### src/sv/c128b_pkg.sv
// Shared types, constants and the symbol pattern table of the Code 128 B encoder.
package c128b_pkg;

  // Symbol values and checksum modulus
  localparam logic [6:0] SymStartB  = 7'd104;
  localparam logic [6:0] SymStop    = 7'd106;
  localparam logic [6:0] CheckMod   = 7'd103;
  localparam logic [6:0] CheckInit  = 7'd1;    // 104 mod 103
  localparam logic [6:0] WeightMax  = 7'd102;  // weight wraps to 0 after this
  localparam logic [6:0] ModWidthMin = 7'd2;
  localparam logic [6:0] ModWidthMax = 7'd64;
  localparam logic [6:0] CharLow    = 7'd32;

  // floor(2^16 / 103): quotient estimate is exact or one low for 14-bit products
  localparam logic [23:0] RecipMod  = 24'd636;

  // Pattern digits, one nibble each, first element in the top nibble.
  // Six-element symbols carry a zero in the lowest nibble; the last entry is STOP.
  localparam int unsigned NumPat = 107;
  localparam logic [27:0] PatTable [NumPat] = '{
    28'h2122220, 28'h2221220, 28'h2222210, 28'h1212230,
    28'h1213220, 28'h1312220, 28'h1222130, 28'h1223120,
    28'h1322120, 28'h2212130, 28'h2213120, 28'h2312120,
    28'h1122320, 28'h1221320, 28'h1222310, 28'h1132220,
    28'h1231220, 28'h1232210, 28'h2232110, 28'h2211320,
    28'h2212310, 28'h2132120, 28'h2231120, 28'h3121310,
    28'h3112220, 28'h3211220, 28'h3212210, 28'h3122120,
    28'h3221120, 28'h3222110, 28'h2121230, 28'h2123210,
    28'h2321210, 28'h1113230, 28'h1311230, 28'h1313210,
    28'h1123130, 28'h1321130, 28'h1323110, 28'h2113130,
    28'h2311130, 28'h2313110, 28'h1121330, 28'h1123310,
    28'h1321310, 28'h1131230, 28'h1133210, 28'h1331210,
    28'h3131210, 28'h2113310, 28'h2311310, 28'h2131130,
    28'h2133110, 28'h2131310, 28'h3111230, 28'h3113210,
    28'h3311210, 28'h3121130, 28'h3123110, 28'h3321110,
    28'h3141110, 28'h2214110, 28'h4311110, 28'h1112240,
    28'h1114220, 28'h1211240, 28'h1214210, 28'h1411220,
    28'h1412210, 28'h1122140, 28'h1124120, 28'h1221140,
    28'h1224110, 28'h1421120, 28'h1422110, 28'h2412110,
    28'h2211140, 28'h4131110, 28'h2411120, 28'h1341110,
    28'h1112420, 28'h1211420, 28'h1212410, 28'h1142120,
    28'h1241120, 28'h1242110, 28'h4112120, 28'h4211120,
    28'h4212110, 28'h2121410, 28'h2141210, 28'h4121210,
    28'h1111430, 28'h1113410, 28'h1311410, 28'h1141130,
    28'h1143110, 28'h4111130, 28'h4113110, 28'h1131410,
    28'h1141310, 28'h3111410, 28'h4111310, 28'h2114120,
    28'h2112140, 28'h2112320, 28'h2331112
  };

  // One message character waiting for encoding
  typedef struct packed {
    logic [6:0] val;
    logic       last;
  } job_t;

  // Sequencer requests to the checksum unit
  typedef struct packed {
    logic       restart;  // START B issued: set sum and weight to CheckInit
    logic       add;      // data symbol issued: add val times weight
    logic [6:0] val;
  } ck_ctrl_t;

  // One bar or space element
  typedef struct packed {
    logic [8:0] width;
    logic       is_bar;
    logic [6:0] sym;
    logic       eob;
    logic       lor;
  } elem_t;

endpackage

### src/sv/c128b_check.sv
// Running Code 128 checksum: pipelined value-times-weight product and mod 103 reduction.
module c128b_check import c128b_pkg::*; (
  input  logic       clk_i,
  input  logic       rst_ni,
  input  ck_ctrl_t   ctrl_i,
  output logic [6:0] sum_o
);

  logic [6:0]  weight_q, weight_d;
  logic [6:0]  acc_q, acc_d;
  logic        s1_q, s2_q, s3_q;
  logic [13:0] p_q, p2_q;
  logic [6:0]  q_q, r_q;
  logic [23:0] prod_est;
  logic [13:0] rem;
  logic [13:0] rem_fold;
  logic [7:0]  acc_sum;

  // Advance the position weight, wrapping mod 103
  always_comb begin
    weight_d = weight_q;
    if (ctrl_i.restart) begin
      weight_d = CheckInit;
    end else if (ctrl_i.add) begin
      weight_d = (weight_q == WeightMax) ? 7'd0 : weight_q + 7'd1;
    end
  end

  // Quotient estimate by reciprocal, then remainder with one correction
  assign prod_est = {10'd0, p_q} * RecipMod;
  assign rem      = p2_q - 14'({7'd0, q_q} * {7'd0, CheckMod});
  assign rem_fold = (rem >= {7'd0, CheckMod}) ? rem - {7'd0, CheckMod} : rem;

  // Fold the remainder into the running sum
  assign acc_sum = {1'b0, acc_q} + {1'b0, r_q};
  always_comb begin
    acc_d = acc_q;
    if (ctrl_i.restart) begin
      acc_d = CheckInit;
    end else if (s3_q) begin
      acc_d = (acc_sum >= {1'b0, CheckMod}) ? 7'(acc_sum - {1'b0, CheckMod}) : acc_sum[6:0];
    end
  end

  // Control state
  always_ff @(posedge clk_i or negedge rst_ni) begin
    if (!rst_ni) begin
      weight_q <= CheckInit;
      acc_q    <= CheckInit;
      s1_q     <= 1'b0;
      s2_q     <= 1'b0;
      s3_q     <= 1'b0;
    end else begin
      weight_q <= weight_d;
      acc_q    <= acc_d;
      s1_q     <= ctrl_i.add;
      s2_q     <= s1_q;
      s3_q     <= s2_q;
    end
  end

  // Pipeline data
  always_ff @(posedge clk_i) begin
    p_q  <= {7'd0, ctrl_i.val} * {7'd0, weight_q};
    p2_q <= p_q;
    q_q  <= prod_est[22:16];
    r_q  <= rem_fold[6:0];
  end

  assign sum_o = acc_q;

endmodule

### src/sv/c128b_seq.sv
// Symbol sequencer: pattern ROM with registered read, element stepping and output register.
module c128b_seq import c128b_pkg::*; (
  input  logic       clk_i,
  input  logic       rst_ni,
  input  logic [6:0] mw_i,
  input  logic       job_valid_i,
  input  job_t       job_i,
  output logic       job_pop_o,
  input  logic [6:0] ck_sum_i,
  output ck_ctrl_t   ck_ctrl_o,
  output logic       out_valid_o,
  input  logic       out_ready_i,
  output elem_t      elem_o
);

  // Symbol phase within one character
  localparam logic [1:0] PhHead  = 2'd0;  // START B if no message is open, else data
  localparam logic [1:0] PhData  = 2'd1;
  localparam logic [1:0] PhCheck = 2'd2;
  localparam logic [1:0] PhStop  = 2'd3;

  logic        act_q, act_d;
  job_t        act_job_q;
  logic [1:0]  phase_q, phase_d;
  logic        in_msg_q, in_msg_d;
  logic        cur_q, cur_d;
  logic [6:0]  sym_q;
  logic        stop_q, runlast_q;
  logic [2:0]  k_q, k_d;
  logic [27:0] pat_q;
  logic        ov_q, ov_d;
  elem_t       elem_q;

  logic        advance, fire, last_digit, slot_free, issue, load;
  logic [6:0]  iss_sym;
  logic        iss_stop, iss_runlast, iss_done;
  logic [1:0]  iss_next;
  logic [2:0]  nib_idx;
  logic [3:0]  nib;
  logic [9:0]  width_full;
  elem_t       elem_d;

  // Element stepping
  assign advance    = !ov_q || out_ready_i;
  assign fire       = cur_q && advance;
  assign last_digit = (k_q == (stop_q ? 3'd6 : 3'd5));
  assign slot_free  = !cur_q || (fire && last_digit);
  assign issue      = slot_free && act_q;

  // Decode the next symbol of the active character
  always_comb begin
    iss_sym     = act_job_q.val;
    iss_stop    = 1'b0;
    iss_runlast = 1'b0;
    iss_done    = 1'b0;
    iss_next    = phase_q;
    ck_ctrl_o   = '{restart: 1'b0, add: 1'b0, val: act_job_q.val};
    in_msg_d    = in_msg_q;
    unique case (phase_q)
      PhHead, PhData: begin
        if (phase_q == PhHead && !in_msg_q) begin
          iss_sym           = SymStartB;
          iss_next          = PhData;
          ck_ctrl_o.restart = issue;
          if (issue) begin
            in_msg_d = 1'b1;
          end
        end else begin
          iss_sym       = act_job_q.val;
          iss_runlast   = !act_job_q.last;
          iss_done      = !act_job_q.last;
          iss_next      = PhCheck;
          ck_ctrl_o.add = issue;
        end
      end
      PhCheck: begin
        iss_sym  = ck_sum_i;
        iss_next = PhStop;
      end
      PhStop: begin
        iss_sym     = SymStop;
        iss_stop    = 1'b1;
        iss_runlast = 1'b1;
        iss_done    = 1'b1;
        if (issue) begin
          in_msg_d = 1'b0;
        end
      end
      default: begin
        iss_sym = act_job_q.val;
      end
    endcase
  end

  // Take the next character when the slot empties or the current one finishes
  assign load      = job_valid_i && (!act_q || (issue && iss_done));
  assign job_pop_o = load;

  always_comb begin
    act_d   = act_q;
    phase_d = phase_q;
    if (load) begin
      act_d   = 1'b1;
      phase_d = PhHead;
    end else if (issue && iss_done) begin
      act_d = 1'b0;
    end else if (issue) begin
      phase_d = iss_next;
    end
  end

  // Current symbol: load on issue, step on fire, drop after its last element
  always_comb begin
    cur_d = cur_q;
    k_d   = k_q;
    if (issue) begin
      cur_d = 1'b1;
      k_d   = 3'd0;
    end else if (fire && last_digit) begin
      cur_d = 1'b0;
    end else if (fire) begin
      k_d = k_q + 3'd1;
    end
  end

  // Build the element from the pattern digit
  assign nib_idx    = 3'd6 - k_q;
  assign nib        = pat_q[{nib_idx, 2'b00} +: 4];
  assign width_full = {7'd0, nib[2:0]} * {3'd0, mw_i};
  always_comb begin
    elem_d.width  = width_full[8:0];
    elem_d.is_bar = !k_q[0];
    elem_d.sym    = sym_q;
    elem_d.eob    = stop_q && last_digit;
    elem_d.lor    = runlast_q && last_digit;
  end

  // Output register: fill on fire, drain when taken
  always_comb begin
    ov_d = ov_q;
    if (fire) begin
      ov_d = 1'b1;
    end else if (out_ready_i) begin
      ov_d = 1'b0;
    end
  end

  always_ff @(posedge clk_i or negedge rst_ni) begin
    if (!rst_ni) begin
      act_q    <= 1'b0;
      phase_q  <= PhHead;
      in_msg_q <= 1'b0;
      cur_q    <= 1'b0;
      k_q      <= 3'd0;
      ov_q     <= 1'b0;
    end else begin
      act_q    <= act_d;
      phase_q  <= phase_d;
      in_msg_q <= in_msg_d;
      cur_q    <= cur_d;
      k_q      <= k_d;
      ov_q     <= ov_d;
    end
  end

  // Pattern ROM read and symbol payload
  always_ff @(posedge clk_i) begin
    if (load) begin
      act_job_q <= job_i;
    end
    if (issue) begin
      pat_q      <= PatTable[iss_sym];
      sym_q      <= iss_sym;
      stop_q     <= iss_stop;
      runlast_q  <= iss_runlast;
    end
    if (fire) begin
      elem_q <= elem_d;
    end
  end

  assign out_valid_o = ov_q;
  assign elem_o      = elem_q;

endmodule

### src/sv/code128b_symbol_encoder.sv
// Top level of the Code 128 subset B encoder: input buffer, module width register, units.
//
// Each accepted character yields its bar and space elements on the output stream, one
// element per cycle unless the output stalls: 6 for a character inside a message, 12
// for the first (START B ahead of it), 19 for the last (checksum and STOP after it) and
// 25 for a one-character message. The output channel sets this rate; the pattern ROM is
// read once per symbol, ahead of need, so symbols follow each other without a gap. A
// one-entry input buffer takes the next character while the current one is still being
// emitted, and the checksum pipeline finishes well before the checksum symbol
// is due. Module width writes saturate to 2..64 and must only happen while idle.
module code128b_symbol_encoder import c128b_pkg::*; (
  input  logic        clk_i,
  input  logic        rst_ni,
  // module width register
  input  logic        cfg_valid_i,
  output logic        cfg_ready_o,
  input  logic [6:0]  cfg_data_i,
  // characters in
  input  logic        s_axis_tvalid,
  output logic        s_axis_tready,
  input  logic [7:0]  s_axis_tdata,   // [7:0] char_code
  input  logic        s_axis_tlast,   // last_char
  // elements out
  output logic        m_axis_tvalid,
  input  logic        m_axis_tready,
  output logic [15:0] m_axis_tdata,   // [8:0] element_width, [15:9] symbol_value
  output logic [1:0]  m_axis_tuser,   // [0] is_bar, [1] end_of_barcode
  output logic        m_axis_tlast    // last_of_run
);

  logic       buf_v_q, buf_v_d;
  job_t       buf_q;
  logic       job_pop;
  logic [6:0] mw_q;
  logic [6:0] cfg_sat;
  logic [6:0] ck_sum;
  ck_ctrl_t   ck_ctrl;
  elem_t      elem;
  logic       accept;
  logic [6:0] in_val;

  // Saturate the module width into range
  assign cfg_ready_o = 1'b1;
  assign cfg_sat = (cfg_data_i < ModWidthMin) ? ModWidthMin :
                   (cfg_data_i > ModWidthMax) ? ModWidthMax : cfg_data_i;

  // Map the byte to a symbol value; bytes outside 32..127 become space
  assign in_val = (!s_axis_tdata[7] && (s_axis_tdata[6:5] != 2'b00)) ?
                  s_axis_tdata[6:0] - CharLow : 7'd0;

  // Input buffer
  assign s_axis_tready = !buf_v_q;
  assign accept        = s_axis_tvalid && s_axis_tready;
  always_comb begin
    buf_v_d = buf_v_q;
    if (accept) begin
      buf_v_d = 1'b1;
    end else if (job_pop) begin
      buf_v_d = 1'b0;
    end
  end

  always_ff @(posedge clk_i or negedge rst_ni) begin
    if (!rst_ni) begin
      buf_v_q <= 1'b0;
      mw_q    <= ModWidthMin;
    end else begin
      buf_v_q <= buf_v_d;
      if (cfg_valid_i && cfg_ready_o) begin
        mw_q <= cfg_sat;
      end
    end
  end

  always_ff @(posedge clk_i) begin
    if (accept) begin
      buf_q <= '{val: in_val, last: s_axis_tlast};
    end
  end

  c128b_check u_check (
    .clk_i  (clk_i),
    .rst_ni (rst_ni),
    .ctrl_i (ck_ctrl),
    .sum_o  (ck_sum)
  );

  c128b_seq u_seq (
    .clk_i       (clk_i),
    .rst_ni      (rst_ni),
    .mw_i        (mw_q),
    .job_valid_i (buf_v_q),
    .job_i       (buf_q),
    .job_pop_o   (job_pop),
    .ck_sum_i    (ck_sum),
    .ck_ctrl_o   (ck_ctrl),
    .out_valid_o (m_axis_tvalid),
    .out_ready_i (m_axis_tready),
    .elem_o      (elem)
  );

  // Pack the element onto the stream
  assign m_axis_tdata = {elem.sym, elem.width};
  assign m_axis_tuser = {elem.eob, elem.is_bar};
  assign m_axis_tlast = elem.lor;

`ifndef NO_ASSERTIONS
  // Checksum stays reduced
  a_sum_range: assert property (@(posedge clk_i) disable iff (!rst_ni)
    ck_sum < CheckMod) else $error("checksum out of range");

  // STOP end always closes the run of its character
  a_eob_lor: assert property (@(posedge clk_i) disable iff (!rst_ni)
    (m_axis_tvalid && m_axis_tuser[1]) |-> m_axis_tlast) else $error("eob without tlast");

  // START and data symbols never issue together
  a_ck_excl: assert property (@(posedge clk_i) disable iff (!rst_ni)
    !(ck_ctrl.restart && ck_ctrl.add)) else $error("checksum restart and add collide");

  // Element width follows from digit 1..4 times width 2..64
  a_width: assert property (@(posedge clk_i) disable iff (!rst_ni)
    m_axis_tvalid |-> (m_axis_tdata[8:0] >= 9'd2 && m_axis_tdata[8:0] <= 9'd256))
    else $error("element width out of range");
`endif

endmodule
### config.mk
export PLATFORM = sky130hd
export DESIGN_NAME = code128b_symbol_encoder
export DESIGN_NICKNAME = d
export VERILOG_FILES = /design/src/sv/c128b_pkg.sv /design/src/sv/c128b_check.sv /design/src/sv/c128b_seq.sv /design/src/sv/code128b_symbol_encoder.sv
export SDC_FILE = /design/constraint.sdc
export NUM_CORES = 1
export LEC_CHECK = 0
export BUFFER_PORTS_ARGS = -buffer_cell sky130_fd_sc_hd__buf_2
export CAP_MARGIN = 10
export CORE_ASPECT_RATIO = 1.25
export CORE_MARGIN = 3
export CORE_UTILIZATION = 56
export CTS_CLUSTER_DIAMETER = 100
export DETAILED_ROUTE_END_ITERATION = 16
export PLACE_DENSITY = 0.8
export SLEW_MARGIN = 25
export SYNTH_ARGS = -nofsm -noshare
export SYNTH_HDL_FRONTEND = slang
export SYNTH_SLANG_ARGS = --single-unit
export TNS_END_PERCENT = 50
### constraint.sdc
create_clock -name clk_i -period 5.2 [get_ports clk_i]
set_clock_uncertainty 0.15 [all_clocks]
set_input_delay 1.04 -clock clk_i [delete_from_list [all_inputs] [get_ports clk_i]]
set_output_delay 1.04 -clock clk_i [all_outputs]
set_load 0.1 [all_outputs]
==> results of run 1 <==
flip-flops by register name (all words and copies together) (netlist names), 3 cells and up:
register,count
u_check.sum_o,7
u_seq.elem_o,19
u_check.r_q,7
buf_q,8
u_seq.pat_q,19
u_check.p_q,14
u_seq.ck_ctrl_o,7
u_seq.k_q,3
u_check.p2_q,14
u_seq.sym_q,7
mw_q,7
u_check.weight_q,7
u_check.q_q,7
worst max-delay path: stages (launching register included):
cell,delay (ns)
dfxtp_1,0.34
ha_1,0.34
fa_1,0.53
inv_1,0.06
fa_1,0.53
inv_1,0.06
fa_1,0.40
inv_1,0.06
ha_1,0.26
or3_1,0.17
o22ai_1,0.08
a2111oi_1,0.67
o2111ai_2,0.32
nor4_4,0.47
mux2_4,0.33
cell type report:
type	instances	share of cell area
Timing Repair Buffer	53	0.0213
Multi-Input combinational cell	994	0.597
Clock buffer	19	0.0334
Sequential cell	139	0.258
Clock inverter	13	0.00739
Inverter	210	0.0567
Tap cell	283	0.0255
Yosys cell counts (13+ instances only):
cell	number	share of area
xnor2_1	29	0.020
ha_1	141	0.14
nand3_1	20	0.0078
a21o_1	16	0.0093
dfxtp_1	42	0.065
and2_1	47	0.023
nand2_1	112	0.033
edfxtp_1	63	0.15
o21ai_0	74	0.029
o221ai_1	13	0.0088
nor2_1	86	0.025
clkbuf_1	38	0.011
fa_1	97	0.15
inv_1	206	0.060
a211oi_1	21	0.012
dfrtp_1	31	0.060
o211ai_1	18	0.010
a21oi_1	80	0.031
nor3_1	23	0.0089
through the flow:
step           cell area, um^2  cells
6_report                 13900   1711
5_1_grt                  13900   1711
3_3_place_gp             13300   1679
3_5_place_dp             13300   1679
2_1_floorplan            12900   1399
4_1_cts                  13900   1711
cell families (layout without fill, tap and decap cells):
logic type | count (synthesis) | count (layout) | synth area share
other | 1 | 1 | 0.000291
and+or+nand+nor | 350 | 350 | 0.131
DFF | 139 | 139 | 0.278
AOI/OAI and AO/OA | 345 | 345 | 0.180
xor gates and xnor gates | 41 | 41 | 0.0278
adders and majority gates | 238 | 238 | 0.287
muxes | 19 | 19 | 0.0167
buffers and inverters | 266 | 295 | 0.0791
per-layer routing:
| layer | track usage | vias to the layer above | wire [um] | part of all wire |
|---|---|---|---|---|
| met4 | 0.106 | 0 | 1100 | 0.036 |
| li1 | - | 4894 | - | - |
| met5 | 0 | - | 0 | 0 |
| met2 | 0.430 | 424 | 15300 | 0.50 |
| met3 | 0.0354 | 103 | 1730 | 0.057 |
| met1 | 0.318 | 5001 | 12200 | 0.40 |
path summary, 6_finish.rpt:
kind	start	endpoint	slack, ns	cells past startpoint
worst max register to register	u_check.q_q[3]	u_check.r_q[1]	0.32	14
max in group asynchronous	rst_ni	u_seq.k_q[0]	3.80	1
min in group asynchronous	rst_ni	buf_v_q	0.56	1
worst min-delay path	u_check.s2_q	u_check.s3_q	0.20	0
worst max-delay path	u_check.q_q[3]	u_check.r_q[1]	0.32	14
worst min register to register	u_check.s2_q	u_check.s3_q	0.20	0
==> run metrics, run 1 <==
outcome completed; fin. max-slew vios 0; TritonRoute pass-1 iters 6; Post-synth EDFFs between 60 and 70; dpl hpwl 22,800 um; nets@finish 1,674; ys flop type edfxtp_1; Slew @ Worst Pin roughly 0.95 ns; share of cells above drive strength 1 0.0833; async set or reset register ratio after synthesis 0.245; syn_nets approximately 1.7k; multi-input logic area 8300 um^2; Clock Path Buffers 2; Syn Inst Count approximately 1.4k; clock latency on the worst-skew pair around 0.42 ns; DIE AREA 24,900 um^2; setup ws final between 0.3 and 0.4 ns; Slew headroom 0.366; critical setup path kind reg2reg; startpoint types flop; Initial Util 0.575; final WL 30,300 um; Die Ht between 150 and 200 um; CTS root buf clkbuf_16; cts bufs inserted 17; vias per inst just over 6; setup tns final 0 ns; post-CTS sizing 0; IO Port Bufs 41; Layout Utilization 0.619; Fin. Hold Viols 0; RSZ-0062 raised after global routing no; vias in the first global route around 10k; Ys Warns 0; diode count 0; # rows 61; worst hold slack between 0.15 and 0.2 ns; Clock transition at path regs ~0.06 ns; dpl ws just over 0.4 ns; count of different cell masters after synthesis 86; Hold Path Class reg2reg; clock sink count 139; DRC 0; cts hold-fix bufs 0; Initial DRC Count around 930; post-CTS setup buffer count 0; Fill cells 1,882; max-cap viol count 0; GP Congestion roughly 0.99; # setup viols final 0; register area share after synthesis 0.278; Yosys reg bits 139; vias approximately 10k; first-pass GRT wire length 51,000 um; synthesized area ~13,000 um^2; DR WL/cell ~18 um; worst path required time 5.36 ns; period utilization 0.939; initial antenna violation count 0; grt ovf 0; TritonCTS clock tree done; commonest non-fill, non-tap cell in the layout inv_1; largest net degree at the start of global routing 42; Syn Area/Cell 9.22 um^2; CP Max Fanout 6; Die X approximately 140 um; H-tree depth 4; crit path time final approximately 4.9 ns; I/O pins between 40 and 50; achievable frequency 205 MHz; Core Region roughly 22,000 um^2; register area 3590 um^2; P&R area growth vs syn 7.68%; antenna-violating nets left 0; Crit. End Element flop; Critical Path AT between 5 and 6 ns; most frequent cells in the layout inv_1, ha_1, nand2_1; gr usage total 0.251
Power of run 1 is left out: the tool's default activity adds up to more than one toggle a clock period on the data nets, which glitch-free logic cannot reach.
==> run 2, diff against run 1 <==
--- a/config.mk
+++ b/config.mk
@@ -12,7 +12,9 @@
 export CORE_UTILIZATION = 56
 export CTS_CLUSTER_DIAMETER = 100
 export DETAILED_ROUTE_END_ITERATION = 16
+export HOLD_SLACK_MARGIN = 0.06
 export PLACE_DENSITY = 0.8
+export RECOVER_POWER = 100
 export SLEW_MARGIN = 25
 export SYNTH_ARGS = -nofsm -noshare
 export SYNTH_HDL_FRONTEND = slang
==> run metrics, run 2 (synthesis results as in run 1) <==
Worst path max stage delay 1.24 ns (was 0.67 ns); nets@finish 1,674 (unchanged); clock sink count 139 (unchanged); vias 10.4k (about the same); achievable frequency 206 MHz (was 205 MHz); critical setup path kind reg2reg (unchanged); max-cap viol count 4 (was 0); most used cell, CP nor2_1; Hold Path Cell Cnt 0 (unchanged); I/O pins 43 (unchanged); DRT met1 WL 12,300 um (was 12,200 um); startpoint types flop (unchanged); # rows 61 (unchanged); diode count 0 (unchanged); most frequent cells in the layout inv_1, ha_1, nand2_1 (unchanged); largest net degree at the start of global routing 42 (unchanged); GP Congestion 0.991 (unchanged); RSZ-0062 raised after global routing no (unchanged); Critical Path AT 4.83 ns (was 5.04 ns); # setup viols final 0 (unchanged); Critical R2R Launch u_seq.phase_q[0] (was u_check.q_q[3]); CP bufs+invs 2 (was 3); crit path time final 4.86 ns (was 4.88 ns); Hold Path End u_check.s3_q (unchanged); IO Port Bufs 41 (unchanged); gr usage total 0.251 (unchanged); delay-heaviest family, CP buffers and inverters (was adder cells); crit-path cells o21ba_1 > a22oi_1 > clkbuf_1 > inv_1 > nand2_1 > nor2_1 > nor2_1 > a311oi_1 > nor3_1 > o21ai_0 (was ha_1 > fa_1 > inv_1 > fa_1 > inv_1 > fa_1 > inv_1 > ha_1 > or3_1 > o22ai_1 > a2111oi_1 > o2111ai_2 > nor4_4 > mux2_4); highest routed layer met4 (unchanged); commonest non-fill, non-tap cell in the layout inv_1 (unchanged); period utilization 0.935 (was 0.939); Initial Util 0.575 (unchanged); fin. max-slew vios 125 (was 0); post-CTS sizing 0 (unchanged); FF-to-FF setup slack 0.34 ns (was 0.32 ns); grt ovf 0 (unchanged); Crit. End Element flop (unchanged); clock latency on the worst-skew pair 0.42 ns (about the same); Hold Path Class reg2reg (unchanged); final WL 30,300 um (about the same); CP Max Fanout 35 (was 6); Reg2Reg Depth 10 (was 14); failing checks max-capacitance violations, max-slew violations; dpl hpwl 22,800 um (unchanged); vias in the first global route 10.5k (unchanged); first-pass GRT wire length 51,000 um (unchanged); met3 wire len 1740 um (was 1730 um); P&R area growth vs syn 7.12% (was 7.68%); post-CTS setup buffer count 0 (unchanged); Clock Path Buffers 2 (unchanged); met2 WL post-DR 15,200 um (was 15,300 um); Initial DRC Count 876 (was 925); cts hold-fix bufs 0 (unchanged); TritonCTS clock tree done (unchanged); Die Ht 176 um (unchanged); share of cells above drive strength 1 0.0567 (was 0.0833); initial antenna violation count 0 (unchanged); worst r2r dst u_seq.pat_q[16] (was u_check.r_q[1]); cell at the slowest stage of the critical path clkbuf_1 (was a2111oi_1); TritonRoute pass-1 iters 5 (was 6); H-tree depth 4 (unchanged); setup tns final 0 ns (unchanged); HP Start u_check.s2_q (unchanged); DR WL/cell 17.7 um (about the same); cts bufs inserted 17 (unchanged); worst path required time 5.17 ns (was 5.36 ns); antenna-violating nets left 0 (unchanged); CTS root buf clkbuf_16 (unchanged); DRC 0 (unchanged); Fin. Hold Viols 0 (unchanged); Slew @ Worst Pin 1.97 ns (was 0.951 ns); outcome finished with violations (was completed); vias per inst 6.06 (was 6.09); Clock transition at path regs 0.06 ns (about the same); Die X 142 um (unchanged); Core Region 22,400 um^2 (unchanged); DIE AREA 24,900 um^2 (unchanged); Slew headroom -0.313 (was 0.366)
[run 2: cell count changes in the layout (fill, tap and decap cells not counted), moves of 2 or more]
cell and change:
clkbuf_1 +29, buf_2 -24, and2_0 +13, and2_1 -13, buf_4 -5, inv_1 +2
inv_2 -2, nor2_1 +2, o21ai_0 +2, o21ai_1 -2
[run 2: layer usage]
metal,global-route usage,vias to the layer above
li1,-,4902
met1,0.318,4968
met2,0.430,404
met3,0.0354,97
met4,0.106,0
met5,0,-
[run 2: final cells by class]
class	count	area (um^2)
tap	283	354
inverter	210	788
clock inverter	13	103
timing repair buffer	53	246
fill	1899	8620
multi-input combinational	994	8280
sequential	139	3590
clock buffer	19	464
[run 2: stage by stage]
stage,hold WS (ns),worst slack (ns),std cells,area (um^2),utilization
2_1_floorplan,0.181,0.698,1399,12900,-
3_3_place_gp,0.182,0.510,1679,13300,0.594
3_5_place_dp,0.189,0.409,1679,13300,0.594
4_1_cts,0.199,0.391,1711,13900,0.619
5_1_grt,0.224,0.0585,1711,13800,0.616
6_report,0.198,0.337,1711,13800,0.616
[run 2: worst reg2reg max path, delay by kind of cell, from the launching register on]
kind,cells,cell delay [ns]
compound gates,4,0.76
buf+inv,2,1.98
flops,1,0.49
simple gates,4,1.19
[run 2: how the worst max path moves through the flow]
stage	from	end	slack [ns]	cells after the start
global placement	u_check.q_q[3]	u_check.r_q[1]	0.51	14
floorplan	u_check.q_q[0]	u_check.r_q[1]	0.70	16
CTS	u_check.q_q[3]	u_check.r_q[1]	0.39	14
detailed placement	u_check.q_q[3]	u_check.r_q[1]	0.41	14
global route	u_check.q_q[1]	u_check.r_q[1]	0.06	16
finish	u_seq.phase_q[0]	u_seq.pat_q[16]	0.34	10
Power of run 2 is left out for the same reason.
